==> src/rtl/core/dasp_pkg.sv <==
// dual-axis servo pid: shared widths, default constants, codes and interface structs
// no dependencies; imported by every module of the block
package dasp_pkg;

    localparam int ENC_W      = 16;
    localparam int POS_W      = 32;
    localparam int DIFF_W     = POS_W + 1;
    localparam int GAIN_W     = 16;
    localparam int CNT_W      = 16;
    localparam int DUTY_W     = 13;
    localparam int QOUT_W     = 18;
    localparam int SUM_W      = GAIN_W + 1 + DIFF_W + 2;
    localparam int LANE_DEPTH = 5;
    localparam int CFG_IDX_W  = 3;

    localparam int PWM_MAX_DEF        = 4199;
    localparam int INTEGRAL_LIMIT_DEF = 5000;
    localparam int GAIN_FRAC_BITS_DEF = 8;

    localparam logic [GAIN_W-1:0] PROP_GAIN_RST  = 16'd32000;
    localparam logic [GAIN_W-1:0] INTEG_GAIN_RST = 16'd384;
    localparam logic [GAIN_W-1:0] DERIV_GAIN_RST = 16'd192;
    localparam logic [CNT_W-1:0]  MAX_FOLLOW_RST = 16'd300;
    localparam logic [CNT_W-1:0]  MAX_TICKS_RST  = 16'd500;

    typedef enum logic [1:0] {
        FUNC_STEP_X = 2'd0,
        FUNC_STEP_Y = 2'd1,
        FUNC_TICK   = 2'd2
    } func_t;

    typedef enum logic [CFG_IDX_W-1:0] {
        CFG_PROP_X    = 3'd0,
        CFG_INTEG_X   = 3'd1,
        CFG_DERIV_X   = 3'd2,
        CFG_PROP_Y    = 3'd3,
        CFG_INTEG_Y   = 3'd4,
        CFG_DERIV_Y   = 3'd5,
        CFG_MAX_FOLLOW = 3'd6,
        CFG_MAX_TICKS = 3'd7
    } cfg_idx_t;

    typedef struct packed {
        logic [GAIN_W-1:0] prop_gain;
        logic [GAIN_W-1:0] integ_gain;
        logic [GAIN_W-1:0] deriv_gain;
    } gains_t;

    typedef struct packed {
        logic [CNT_W-1:0] max_follow_error;
        logic [CNT_W-1:0] max_error_ticks;
    } limits_t;

    typedef struct packed {
        logic valid;
        logic fault;
    } tick_ctl_t;

    // signed width that holds +/-limit
    function automatic int acc_width(input int limit);
        return $clog2(limit + 1) + 1;
    endfunction

endpackage

==> src/rtl/core/dasp_merge.sv <==
// merge stage: tick control delay line matched to the lanes, duty split of both
// axes and the result output register; depends on dasp_pkg
module dasp_merge
    import dasp_pkg::*;
(
    input  logic                     aclk,
    input  logic                     aresetn,
    input  tick_ctl_t                tick_in,
    input  logic signed [QOUT_W-1:0] q_x,
    input  logic signed [QOUT_W-1:0] q_y,
    output logic                     adv,
    output logic                     m_valid,
    input  logic                     m_ready,
    output logic [DUTY_W-1:0]        m_x_fwd_duty,
    output logic [DUTY_W-1:0]        m_x_rev_duty,
    output logic [DUTY_W-1:0]        m_y_fwd_duty,
    output logic [DUTY_W-1:0]        m_y_rev_duty,
    output logic                     m_driver_enable,
    output logic                     m_fault
);

    tick_ctl_t           ctl_reg [LANE_DEPTH];
    logic                m_valid_reg;
    logic [DUTY_W-1:0]   x_fwd_reg, x_rev_reg, y_fwd_reg, y_rev_reg;
    logic                enable_reg, fault_reg;
    logic [DUTY_W-1:0]   x_fwd_next, x_rev_next, y_fwd_next, y_rev_next;
    logic signed [QOUT_W-1:0] x_neg, y_neg;
    tick_ctl_t           head;

    assign head = ctl_reg[LANE_DEPTH-1];
    assign adv  = !m_valid_reg || m_ready;

    always_comb begin
        x_neg      = -q_x;
        y_neg      = -q_y;
        x_fwd_next = (q_x > 0) ? DUTY_W'(q_x) : '0;
        x_rev_next = (q_x < 0) ? DUTY_W'(x_neg) : '0;
        y_fwd_next = (q_y > 0) ? DUTY_W'(q_y) : '0;
        y_rev_next = (q_y < 0) ? DUTY_W'(y_neg) : '0;
        // alarmed tick drives nothing
        if (head.fault) begin
            x_fwd_next = '0;
            x_rev_next = '0;
            y_fwd_next = '0;
            y_rev_next = '0;
        end
    end

    always_ff @(posedge aclk) begin
        if (!aresetn) begin
            for (int i = 0; i < LANE_DEPTH; i++) begin
                ctl_reg[i] <= '0;
            end
            m_valid_reg <= 1'b0;
        end else if (adv) begin
            ctl_reg[0] <= tick_in;
            for (int i = 1; i < LANE_DEPTH; i++) begin
                ctl_reg[i] <= ctl_reg[i-1];
            end
            m_valid_reg <= head.valid;
        end
    end

    always_ff @(posedge aclk) begin
        if (adv && head.valid) begin
            x_fwd_reg  <= x_fwd_next;
            x_rev_reg  <= x_rev_next;
            y_fwd_reg  <= y_fwd_next;
            y_rev_reg  <= y_rev_next;
            enable_reg <= !head.fault;
            fault_reg  <= head.fault;
        end
    end

    assign m_valid         = m_valid_reg;
    assign m_x_fwd_duty    = x_fwd_reg;
    assign m_x_rev_duty    = x_rev_reg;
    assign m_y_fwd_duty    = y_fwd_reg;
    assign m_y_rev_duty    = y_rev_reg;
    assign m_driver_enable = enable_reg;
    assign m_fault         = fault_reg;

endmodule

==> config.mk <==
export PLATFORM = sky130hd
export DESIGN_NAME = dasp_merge
export DESIGN_NICKNAME = d
export VERILOG_FILES = /design/src/rtl/core/dasp_pkg.sv /design/src/rtl/core/dasp_merge.sv
export SDC_FILE = /design/constraint.sdc
export NUM_CORES = 1
export LEC_CHECK = 0
export ABC_AREA = 1
export BUFFER_PORTS_ARGS = -buffer_cell sky130_fd_sc_hd__buf_2
export CAP_MARGIN = 20
export CORE_MARGIN = 1
export CORE_UTILIZATION = 29
export CTS_CLUSTER_SIZE = 24
export DETAILED_ROUTE_END_ITERATION = 16
export GPL_TIMING_DRIVEN = 0
export PLACE_DENSITY = 0.61
export SLEW_MARGIN = 20
export SYNTH_ARGS = -nofsm -noshare
export SYNTH_HDL_FRONTEND = slang
export SYNTH_SLANG_ARGS = --single-unit
export TNS_END_PERCENT = 50
==> constraint.sdc <==
create_clock -name aclk -period 9.95 [get_ports aclk]
set_clock_uncertainty 0.15 [all_clocks]
set_input_delay 0.4975 -clock aclk [delete_from_list [all_inputs] [get_ports aclk]]
set_output_delay 0.4975 -clock aclk [all_outputs]
set_load 0.05 [all_outputs]
==> results_dict.tcl <==
set metrics [dict create \
    grt-ovfl-total 0 \
    place_congestion 0.805 \
    setup_viol 0 \
    crit_arrival_ns 1.70 \
    r2r-end "m_x_rev_duty[9]$_SDFFCE_PP0P_" \
    synth_xor_area_share_pct 0.289 \
    grt_max_degree 24 \
    top_usage_layer "met2" \
    die_area_um2 10900 \
    min_path_type "input pin to flip-flop" \
    worstMarginPinSlew_ns 0.737 \
    fp.dieH_um 104 \
    fillers 1022 \
    core_area_um2 9950 \
    wire_per_inst_um 11.9 \
    synth_compound_area_share_pct 3.72 \
    ys_seq_elements 65 \
    antenna_found_initial 0 \
    rsz0062_at_grt "no" \
    holdPathEnd "m_valid$_SDFFE_PN0N_" \
    crit_path_end_kind "flip-flop" \
    fp.dieW_um 104 \
    grt_pass1_wl_um 10600 \
    yosys_warnings 0 \
    worstSkewPairLatency_ns 0.33 \
    rr_worst_depth 2 \
    p_per_area_nw_per_um2 149 \
    worstHoldStart "aresetn" \
    max_freq_mhz 567 \
    cts.sinks 65 \
    required_ns 9.88 \
    synth_cell_types 24 \
    via_count 2252 \
    syn_area_per_cell_um2 10.3 \
    status "completed" \
    drt_iter0_drc 70 \
    cts-root-buf "clkbuf_8" \
    firstDrtPassIters 4 \
    met3_usage_pct 4.57 \
    startpoint "q_x[0]" \
    hold_path_depth 3 \
    period_needed_ns 1.76 \
    cts_inserted_buffers 9 \
    post_cts_buffers 0 \
    cp-start-kind "input pin" \
    synth_top_family_by_area "simple AND/OR/NAND/NOR gates" \
    dpl_cell_area_um2 3740 \
    grt_pass1_vias 2299 \
    wl_um 6460 \
    leakagePower_nw 1.71 \
    htree_levels 3 \
    r2r-start "ctl_reg[0][9]$_SDFFCE_PN0P_" \
    syn_inst 294 \
    syn_area_um2 3030 \
    viasPerCell 4.16 \
    grt_usage_pct 12.6 \
    antenna_cells 0 \
    std_cell_rows 36 \
    crit_fanout 10 \
    cap_violations 0 \
    io_pins 97 \
    use_met1_pct 15.0 \
    grt_use_met2_pct 20.4 \
    synthMuxAreaShare_pct 0 \
    yosys.area_share.adder_pct 0.826 \
    area.growth.synth_to_final_pct 29.7 \
    ant_nets 0 \
    hold_ws_ns 0.248 \
    clk_pin_slew_worst_paths_ns 0.07 \
    relSlewSlack_pct 50.8 \
    hold_viol 0 \
    fin_crit_sh_pct 17.7 \
    cts_resized 0 \
    portBuffers 96 \
    start_util_pct 30.4 \
    maxSlewViolCount 0 \
    synth_seq_area_share_pct 64.1 \
    reg2reg_slack_ns 8.29 \
    final_layout_size_suffix_gt1_share_pct 38.0 \
    route.detailed.drc 0 \
    nets 446 \
    syn_nets 337 \
    irDropWorstVdd_mv 0.0548 \
    clock_path_buffers 2 \
    final_area_um2 3930 \
    finalSetupTns_ns 0 \
    ctsHoldBuffers 0 \
    cts_tree "yes" \
    synth_simple_gate_area_share_pct 23.6 \
    dp_hpwl_um 4980 \
    crit_type "input pin to flip-flop" \
]
==> routing by layer <==
metal,wire (um),part of all wire [%]
met1,2960,46
met2,2970,46
met3,462,7.1
met4,68,1.1
met5,0,0
==> report_power, final <==
part / switching, W / total, W / internal (W)
clock network: 0.000101 / 0.000216 / 0.000115
registers: 0.00000126 / 0.000307 / 0.000306
logic: 0.0000405 / 0.0000605 / 0.0000200
total: 0.000143 / 0.000584 / 0.000440
==> cell usage in the layout, fill, tap and decap left out, drive strengths merged, types with 2 or more instances in the layout <==
cell type / instances
buf: 100
nor2: 86
edfxtp: 64
inv: 51
nand2: 41
nand3: 16
a21oi: 13
clkbuf: 10
o21ai: 8
clkinv: 6
nor3: 4
or2: 2
ha: 2
==> cell families after synthesis <==
family          count (synthesis)
simple gates                  150
flops                          65
buf+inv                        54
compound gates                 22
fa+ha+maj                       2
xor+xnor                        1
==> worst max path at each step <==
stage,to,slack [ns],cells past startpoint
2_1_floorplan,m_driver_enable$_DFFE_PP_,4.74,1
4_1_cts,m_x_fwd_duty[12]$_SDFFCE_PP0P_,8.19,9
3_3_place_gp,m_y_rev_duty[12]$_SDFFCE_PP0P_,2.94,3
6_report,m_x_fwd_duty[12]$_SDFFCE_PP0P_,8.19,9
5_1_grt,m_x_fwd_duty[12]$_SDFFCE_PP0P_,8.08,9
3_5_place_dp,m_x_fwd_duty[2]$_SDFFCE_PP0P_,7.83,9
==> cells in the mapped netlist <==
master	number	area, um^2
edfxtp_1	64	1920
nor2_1	58	218
inv_1	47	176
nand2_1	37	139
nor2_2	26	163
a21oi_1	13	65.1
nand3_1	13	65.1
o21ai_0	8	40.0
inv_2	4	15.0
nor3_1	4	20.0
nand2_2	3	18.8
ha_1	2	25.0
nand3_2	2	20.0
nor2_4	2	22.5
or2_1	2	12.5
a21boi_0	1	7.51
buf_12	1	20.0
buf_6	1	11.3
clkinv_1	1	3.75
dfxtp_1	1	20.0
nand2_4	1	11.3
nand3_4	1	17.5
nand4_1	1	6.26
xor2_1	1	8.76
==> critical path, stage by stage <==
cell and delay (ns):
buf_2 0.10, inv_1 0.15, ha_1 0.27, nand3_4 0.13, nor2_4 0.18, nand3_2 0.10, nand2_4 0.10, buf_12 0.14
nor2_2 0.04
==> stage by stage <==
| step | cells | total power (W) | worst slack [ns] | utilization, % |
|---|---|---|---|---|
| after floorplan | 294 | 0.000353 | 4.74 | - |
| after global placement | 523 | 0.000373 | 2.94 | 36.9 |
| after detailed placement | 525 | 0.000375 | 7.83 | 37.6 |
| after CTS | 541 | 0.000592 | 8.19 | 39.5 |
| after global routing | 541 | 0.000607 | 8.08 | 39.5 |
| final | 541 | 0.000584 | 8.19 | 39.5 |
==> cell type report <==
type | count | area (um^2) | area share [%]
sequential | 65 | 1940 | 49.4
multi-input combinational | 175 | 871 | 22.2
timing repair buffer | 98 | 536 | 13.6
inverter | 52 | 195 | 4.97
tap | 133 | 166 | 4.24
clock buffer | 10 | 128 | 3.25
clock inverter | 6 | 58.8 | 1.50
buffer | 2 | 31.3 | 0.796
No activity file was read; power rests on OpenSTA's default activity.
