<file path="src/rtl/core/dasp_pkg.sv">
// dual-axis servo pid: shared widths, default constants, codes and interface structs
// no dependencies; imported by every module of the block
package dasp_pkg;

    localparam int ENC_W      = 16;
    localparam int POS_W      = 32;
    localparam int DIFF_W     = POS_W + 1;
    localparam int GAIN_W     = 16;
    localparam int CNT_W      = 16;
    localparam int DUTY_W     = 13;
    localparam int QOUT_W     = 18;
    localparam int SUM_W      = GAIN_W + 1 + DIFF_W + 2;
    localparam int LANE_DEPTH = 5;
    localparam int CFG_IDX_W  = 3;

    localparam int PWM_MAX_DEF        = 4199;
    localparam int INTEGRAL_LIMIT_DEF = 5000;
    localparam int GAIN_FRAC_BITS_DEF = 8;

    localparam logic [GAIN_W-1:0] PROP_GAIN_RST  = 16'd32000;
    localparam logic [GAIN_W-1:0] INTEG_GAIN_RST = 16'd384;
    localparam logic [GAIN_W-1:0] DERIV_GAIN_RST = 16'd192;
    localparam logic [CNT_W-1:0]  MAX_FOLLOW_RST = 16'd300;
    localparam logic [CNT_W-1:0]  MAX_TICKS_RST  = 16'd500;

    typedef enum logic [1:0] {
        FUNC_STEP_X = 2'd0,
        FUNC_STEP_Y = 2'd1,
        FUNC_TICK   = 2'd2
    } func_t;

    typedef enum logic [CFG_IDX_W-1:0] {
        CFG_PROP_X    = 3'd0,
        CFG_INTEG_X   = 3'd1,
        CFG_DERIV_X   = 3'd2,
        CFG_PROP_Y    = 3'd3,
        CFG_INTEG_Y   = 3'd4,
        CFG_DERIV_Y   = 3'd5,
        CFG_MAX_FOLLOW = 3'd6,
        CFG_MAX_TICKS = 3'd7
    } cfg_idx_t;

    typedef struct packed {
        logic [GAIN_W-1:0] prop_gain;
        logic [GAIN_W-1:0] integ_gain;
        logic [GAIN_W-1:0] deriv_gain;
    } gains_t;

    typedef struct packed {
        logic [CNT_W-1:0] max_follow_error;
        logic [CNT_W-1:0] max_error_ticks;
    } limits_t;

    typedef struct packed {
        logic valid;
        logic fault;
    } tick_ctl_t;

    // signed width that holds +/-limit
    function automatic int acc_width(input int limit);
        return $clog2(limit + 1) + 1;
    endfunction

endpackage

</file>
<file path="src/rtl/core/dasp_lane.sv">
// one axis pid lane: integrator, derivative, following-error counter, gain products,
// sum, q8.8 truncation toward zero and output clamp; depends on dasp_pkg
module dasp_lane
    import dasp_pkg::*;
#(
    parameter int PWM_MAX        = PWM_MAX_DEF,
    parameter int INTEGRAL_LIMIT = INTEGRAL_LIMIT_DEF,
    parameter int GAIN_FRAC_BITS = GAIN_FRAC_BITS_DEF
) (
    input  logic                     aclk,
    input  logic                     aresetn,
    input  logic                     adv,
    input  logic                     go,
    input  logic signed [POS_W-1:0]  e_in,
    input  gains_t                   gains,
    input  limits_t                  limits,
    output logic                     alarm_set,
    output logic signed [QOUT_W-1:0] q
);

    localparam int ACC_W = acc_width(INTEGRAL_LIMIT);
    localparam int PP_W  = GAIN_W + 1 + POS_W;
    localparam int PI_W  = GAIN_W + 1 + ACC_W;
    localparam int PD_W  = GAIN_W + 1 + DIFF_W;
    localparam logic signed [DIFF_W-1:0] LIM_HI = DIFF_W'(INTEGRAL_LIMIT);
    localparam logic signed [DIFF_W-1:0] LIM_LO = -LIM_HI;
    localparam logic signed [SUM_W-1:0]  PWM_HI = SUM_W'(PWM_MAX);
    localparam logic signed [SUM_W-1:0]  PWM_LO = -PWM_HI;
    localparam logic [SUM_W-1:0] FRAC_MASK = (SUM_W'(1) << GAIN_FRAC_BITS) - SUM_W'(1);

    // stage 1: error of the tick and per-axis loop state
    logic                     v1_reg;
    logic signed [POS_W-1:0]  e1_reg;
    logic signed [ACC_W-1:0]  acc_reg, acc_next;
    logic signed [POS_W-1:0]  prior_reg;
    logic [CNT_W-1:0]         over_reg, over_next;

    logic signed [DIFF_W-1:0] acc_sum, acc_clamp, diff;
    logic signed [POS_W-1:0]  mfe_pos, mfe_neg;
    logic                     over_hit;

    // stage 2..5 payload
    logic signed [POS_W-1:0]  e2_reg;
    logic signed [ACC_W-1:0]  acc2_reg;
    logic signed [DIFF_W-1:0] d2_reg;
    logic signed [PP_W-1:0]   pp_reg, pp_next;
    logic signed [PI_W-1:0]   pi_reg, pi_next;
    logic signed [PD_W-1:0]   pd_reg, pd_next;
    logic signed [SUM_W-1:0]  sum_reg, sum_next;
    logic signed [SUM_W-1:0]  qr_reg, qr_next;
    logic signed [SUM_W-1:0]  shifted;
    logic                     round_up;

    always_comb begin
        acc_sum = DIFF_W'(e1_reg) + DIFF_W'(acc_reg);
        if (acc_sum > LIM_HI) begin
            acc_clamp = LIM_HI;
        end else if (acc_sum < LIM_LO) begin
            acc_clamp = LIM_LO;
        end else begin
            acc_clamp = acc_sum;
        end
        acc_next = ACC_W'(acc_clamp);
        diff     = DIFF_W'(e1_reg) - DIFF_W'(prior_reg);

        mfe_pos  = $signed(POS_W'(limits.max_follow_error));
        mfe_neg  = -mfe_pos;
        over_hit = (e1_reg > mfe_pos) || (e1_reg < mfe_neg);
        if (!over_hit) begin
            over_next = '0;
        end else if (&over_reg) begin
            over_next = over_reg;
        end else begin
            over_next = over_reg + CNT_W'(1);
        end
        alarm_set = v1_reg && (over_next > limits.max_error_ticks);
    end

    always_comb begin
        pp_next  = $signed({1'b0, gains.prop_gain}) * e2_reg;
        pi_next  = $signed({1'b0, gains.integ_gain}) * acc2_reg;
        pd_next  = $signed({1'b0, gains.deriv_gain}) * d2_reg;
        sum_next = SUM_W'(pp_reg) + SUM_W'(pi_reg) + SUM_W'(pd_reg);
        // arithmetic shift rounds down, so nudge negatives with a fraction back up
        shifted  = sum_reg >>> GAIN_FRAC_BITS;
        round_up = sum_reg[SUM_W-1] && (|(sum_reg & FRAC_MASK));
        qr_next  = shifted + $signed(SUM_W'(round_up));
        if (qr_reg > PWM_HI) begin
            q = QOUT_W'(PWM_HI);
        end else if (qr_reg < PWM_LO) begin
            q = QOUT_W'(PWM_LO);
        end else begin
            q = QOUT_W'(qr_reg);
        end
    end

    always_ff @(posedge aclk) begin
        if (!aresetn) begin
            v1_reg    <= 1'b0;
            acc_reg   <= '0;
            prior_reg <= '0;
            over_reg  <= '0;
        end else if (adv) begin
            v1_reg <= go;
            if (v1_reg) begin
                acc_reg   <= acc_next;
                prior_reg <= e1_reg;
                over_reg  <= over_next;
            end
        end
    end

    always_ff @(posedge aclk) begin
        if (adv) begin
            e1_reg   <= e_in;
            e2_reg   <= e1_reg;
            acc2_reg <= acc_next;
            d2_reg   <= diff;
            pp_reg   <= pp_next;
            pi_reg   <= pi_next;
            pd_reg   <= pd_next;
            sum_reg  <= sum_next;
            qr_reg   <= qr_next;
        end
    end

endmodule

</file>
<file path="config.mk">
export PLATFORM = sky130hd
export DESIGN_NAME = dasp_lane
export DESIGN_NICKNAME = d
export VERILOG_FILES = /design/src/rtl/core/dasp_pkg.sv /design/src/rtl/core/dasp_lane.sv
export SDC_FILE = /design/constraint.sdc
export NUM_CORES = 2
export LEC_CHECK = 0
export BUFFER_PORTS_ARGS = -buffer_cell sky130_fd_sc_hd__buf_4
export CAP_MARGIN = 20
export CORE_MARGIN = 1
export CORE_UTILIZATION = 50
export DETAILED_ROUTE_END_ITERATION = 6
export PLACE_DENSITY = 0.76
export SLEW_MARGIN = 20
export SYNTH_ARGS = -nofsm -noshare
export SYNTH_HDL_FRONTEND = slang
export SYNTH_SLANG_ARGS = --single-unit
</file>
<file path="constraint.sdc">
create_clock -name aclk -period 9.5 [get_ports aclk]
set_clock_uncertainty 0.2 [all_clocks]
set_input_delay 1.425 -clock aclk [delete_from_list [all_inputs] [get_ports aclk]]
set_output_delay 1.425 -clock aclk [all_outputs]
set_load 0.02 [all_outputs]
</file>
==> results.toml <==
[outcome]
status = "complete, but fails checks"
violated_checks = "DRC"

[place]
dp_worst_setup_slack_ns = 0.557
port-buffer-count = 134
postPlaceCellArea_sq_um = 69800
gp_routability_congestion = 0.909
post-dp-hpwl_mm = 133

[cts]
insertion_delay_ns = 0.61
numCtsBuffers = 45
postCtsSetupBuffers = 0
clkSlewWorstSetupHoldPaths_ns = 0.06
clk_path_buf_depth = 3
tritoncts = "done"
h-tree-depth = 2
post_cts_hold_buffer_count = 0
post_cts_resized = 0
clock_tree.root_cell = "clkbuf_16"
clock-sinks = 399

[worst_setup_path]
timing.setup.critical_path_class = "input pin to output port"
critPathSlowestCell = "a221oi_4"
critical_path.startpoint_type = "input pin"
cp_data_required_time_ns = 7.88
path_common_cell = "a21oi_1"
worst-path-max-fanout = 21
timing.critical_path.to_type = "output port"
timing.critical_path.arrival_ns = 7.19
critical-path-max-stage-delay_ns = 0.65

[drt]
drtIter0Drc = 3618
ant_nets = 0
dr.pass1.iters = 7
total_vias_in_the_final_route = 49389
post_drt_wl_per_cell_microns = 19.1
drt_drc_violations_left = 36
avgViaCountPerCell = 5.54
drt-total-wl_mm = 170

[synth]
ys.warnings.count = 0
post_synthesis_instance_total = 7180
mappedNetlistArea_sq_um = 67400
ys_seq_elements = 399
ys_async_sr_fraction_pct = 0
ys_seq_area_share_pct = 16.8
number_of_unique_standard_cell_types_used_by_synthesis = 82
synth_flop_cell = "edfxtp_1"
syn-num-nets = 9036
synth_edf_count = 336
syn_avg_cell_area_sq_um = 9.38

[sta]
post-route-worst-setup-slack_ns = 0.686
slew_headroom_pct = 32.9
pins_over_their_slew_limit = 0
timing.final.hold_violations = 0
timing.final.crit_share_pct = 92.8
tightest_slew_ns = 1.01
period_minus_slack_ns = 8.81
setup_violations = 0
final_setup_tns_ns = 0
grt_setup_unrepaired = "no"
timing.fmax_ghz = 0.113

[global_routing]
met2_usage_grt_pct = 43.2
grt_first_pass_wirelength_mm = 276
track_usage_pct = 25.6
overflow = 0
grt_start_max_net_pins = 181
groute.layer.met3.usage_pct = 3.70
via_count_of_the_first_global_routing_pass = 52252
antenna_found_initial = 4
gr_peak_layer = "met2"
global_route.usage.met1_pct = 32.9

[finish]
largest_reg_flops = 51
finish.instance_area_sq_um = 71300
design.final.nets = 8970
layout-drive-gt1-share_pct = 3.72
flow.area_growth_from_synthesis_pct = 5.80

[floorplanning]
dieWidth_microns = 369
floorplan.io_pins = 135
die_area_sq_um = 136000
die-height_microns = 369
start_util_pct = 50.4
std_cell_rows = 134
coreArea_sq_um = 134000

[hold_path]
hold_path.class = "flop to flop"

[flow_run]
cap_violations = 0
## final timing paths
check | startpoint | end | slack, ns | cells after the start
hold reg to reg | prior_reg[30]$_SDFFE_PN0P_ | prior_reg[30]$_SDFFE_PN0P_ | 0.27 | 2
hold / removal | prior_reg[30]$_SDFFE_PN0P_ | prior_reg[30]$_SDFFE_PN0P_ | 0.27 | 2
setup / recovery | limits[18] | alarm_set | 0.69 | 31
setup reg to reg | d2_reg[15]$_DFFE_PP_ | pd_reg[49]$_DFFE_PP_ | 1.39 | 21
## cell usage in the layout, fill, tap and decap left out, types with 48 or more instances in the layout
cell	instances
o21a_1	57
nor3_1	66
nor2_1	181
and2_1	533
buf_4	150
clkbuf_16	48
nand4_1	67
a21o_1	171
xnor2_1	189
xor2_1	81
nand3_1	96
edfxtp_1	336
ha_1	529
nand2_1	943
o21ai_0	133
inv_1	1523
fa_1	1211
dfxtp_1	63
a21oi_1	232
## layer usage
| layer | part of all wire, % | wire length (microns) | vias up |
|---|---|---|---|
| met5 | 0.0076 | 13 | - |
| met3 | 7.5 | 12700 | 417 |
| met1 | 39 | 67100 | 24828 |
| met2 | 48 | 82100 | 1895 |
| li1 | - | - | 22247 |
| met4 | 4.7 | 8040 | 2 |
## metrics by stage
step,hold WS (ns),utilization (%),std cells
floorplan,0.241,-,7180
global placement,0.251,52.2,8835
detailed placement,0.259,52.2,8835
CTS,0.267,53.3,8918
global route,0.284,53.3,8918
finish,0.266,53.3,8920
## critical path, delay by kind of cell
family,cells,cell delay (ns)
buf+inv,4,0.73
fa+ha+maj,3,0.72
simple gates,15,2.54
compound gates,9,1.75
## cells by family (layout without fill, tap and decap cells)
| family | after synthesis | in the layout | share of synthesized area (%) |
|---|---|---|---|
| xor+xnor | 270 | 270 | 3.51 |
| simple gates | 2108 | 2108 | 15.2 |
| flops | 399 | 399 | 16.8 |
| compound gates | 868 | 868 | 8.52 |
| buf+inv | 1789 | 1759 | 9.99 |
| other cells | 0 | 2 | 0 |
| fa+ha+maj | 1740 | 1740 | 45.8 |
| mux | 6 | 6 | 0.0929 |
## synthesized netlist by cell type, drive strengths merged (12+ instances only)
library cell,number,share of area (%)
fa,1211,36
a211oi,26,0.30
or3,18,0.17
or2,12,0.11
and3,36,0.33
nor4,30,0.28
xnor2,189,2.5
and4,18,0.23
edfxtp,336,15
clkbuf,253,1.4
nor2,181,1.0
a21boi,44,0.49
nand2b,43,0.40
buf,12,0.093
xor2,81,1.1
o211ai,13,0.14
nor2b,39,0.36
nand2,944,5.3
a31oi,24,0.23
nor3,66,0.49
nand3,96,0.71
dfxtp,63,1.9
and2,534,5.0
inv,1523,8.5
o21ai,150,1.1
ha,529,9.8
a21o,172,1.9
nand4,67,0.62
o21bai,36,0.40
a21oi,234,1.7
o31ai,12,0.15
o21a,57,0.64
## cell type report
type | instances | area (sq um)
clock inverter | 33 | 294
timing repair buffer | 152 | 1160
multi-input combinational | 4992 | 49300
fill | 11654 | 62300
antenna | 2 | 5.00
sequential | 399 | 11400
tap | 1768 | 2210
inverter | 1524 | 5720
clock buffer | 50 | 1220
Power is not shown: default switching activity piles up to over one toggle a cycle in this logic, so the estimate is an artifact.
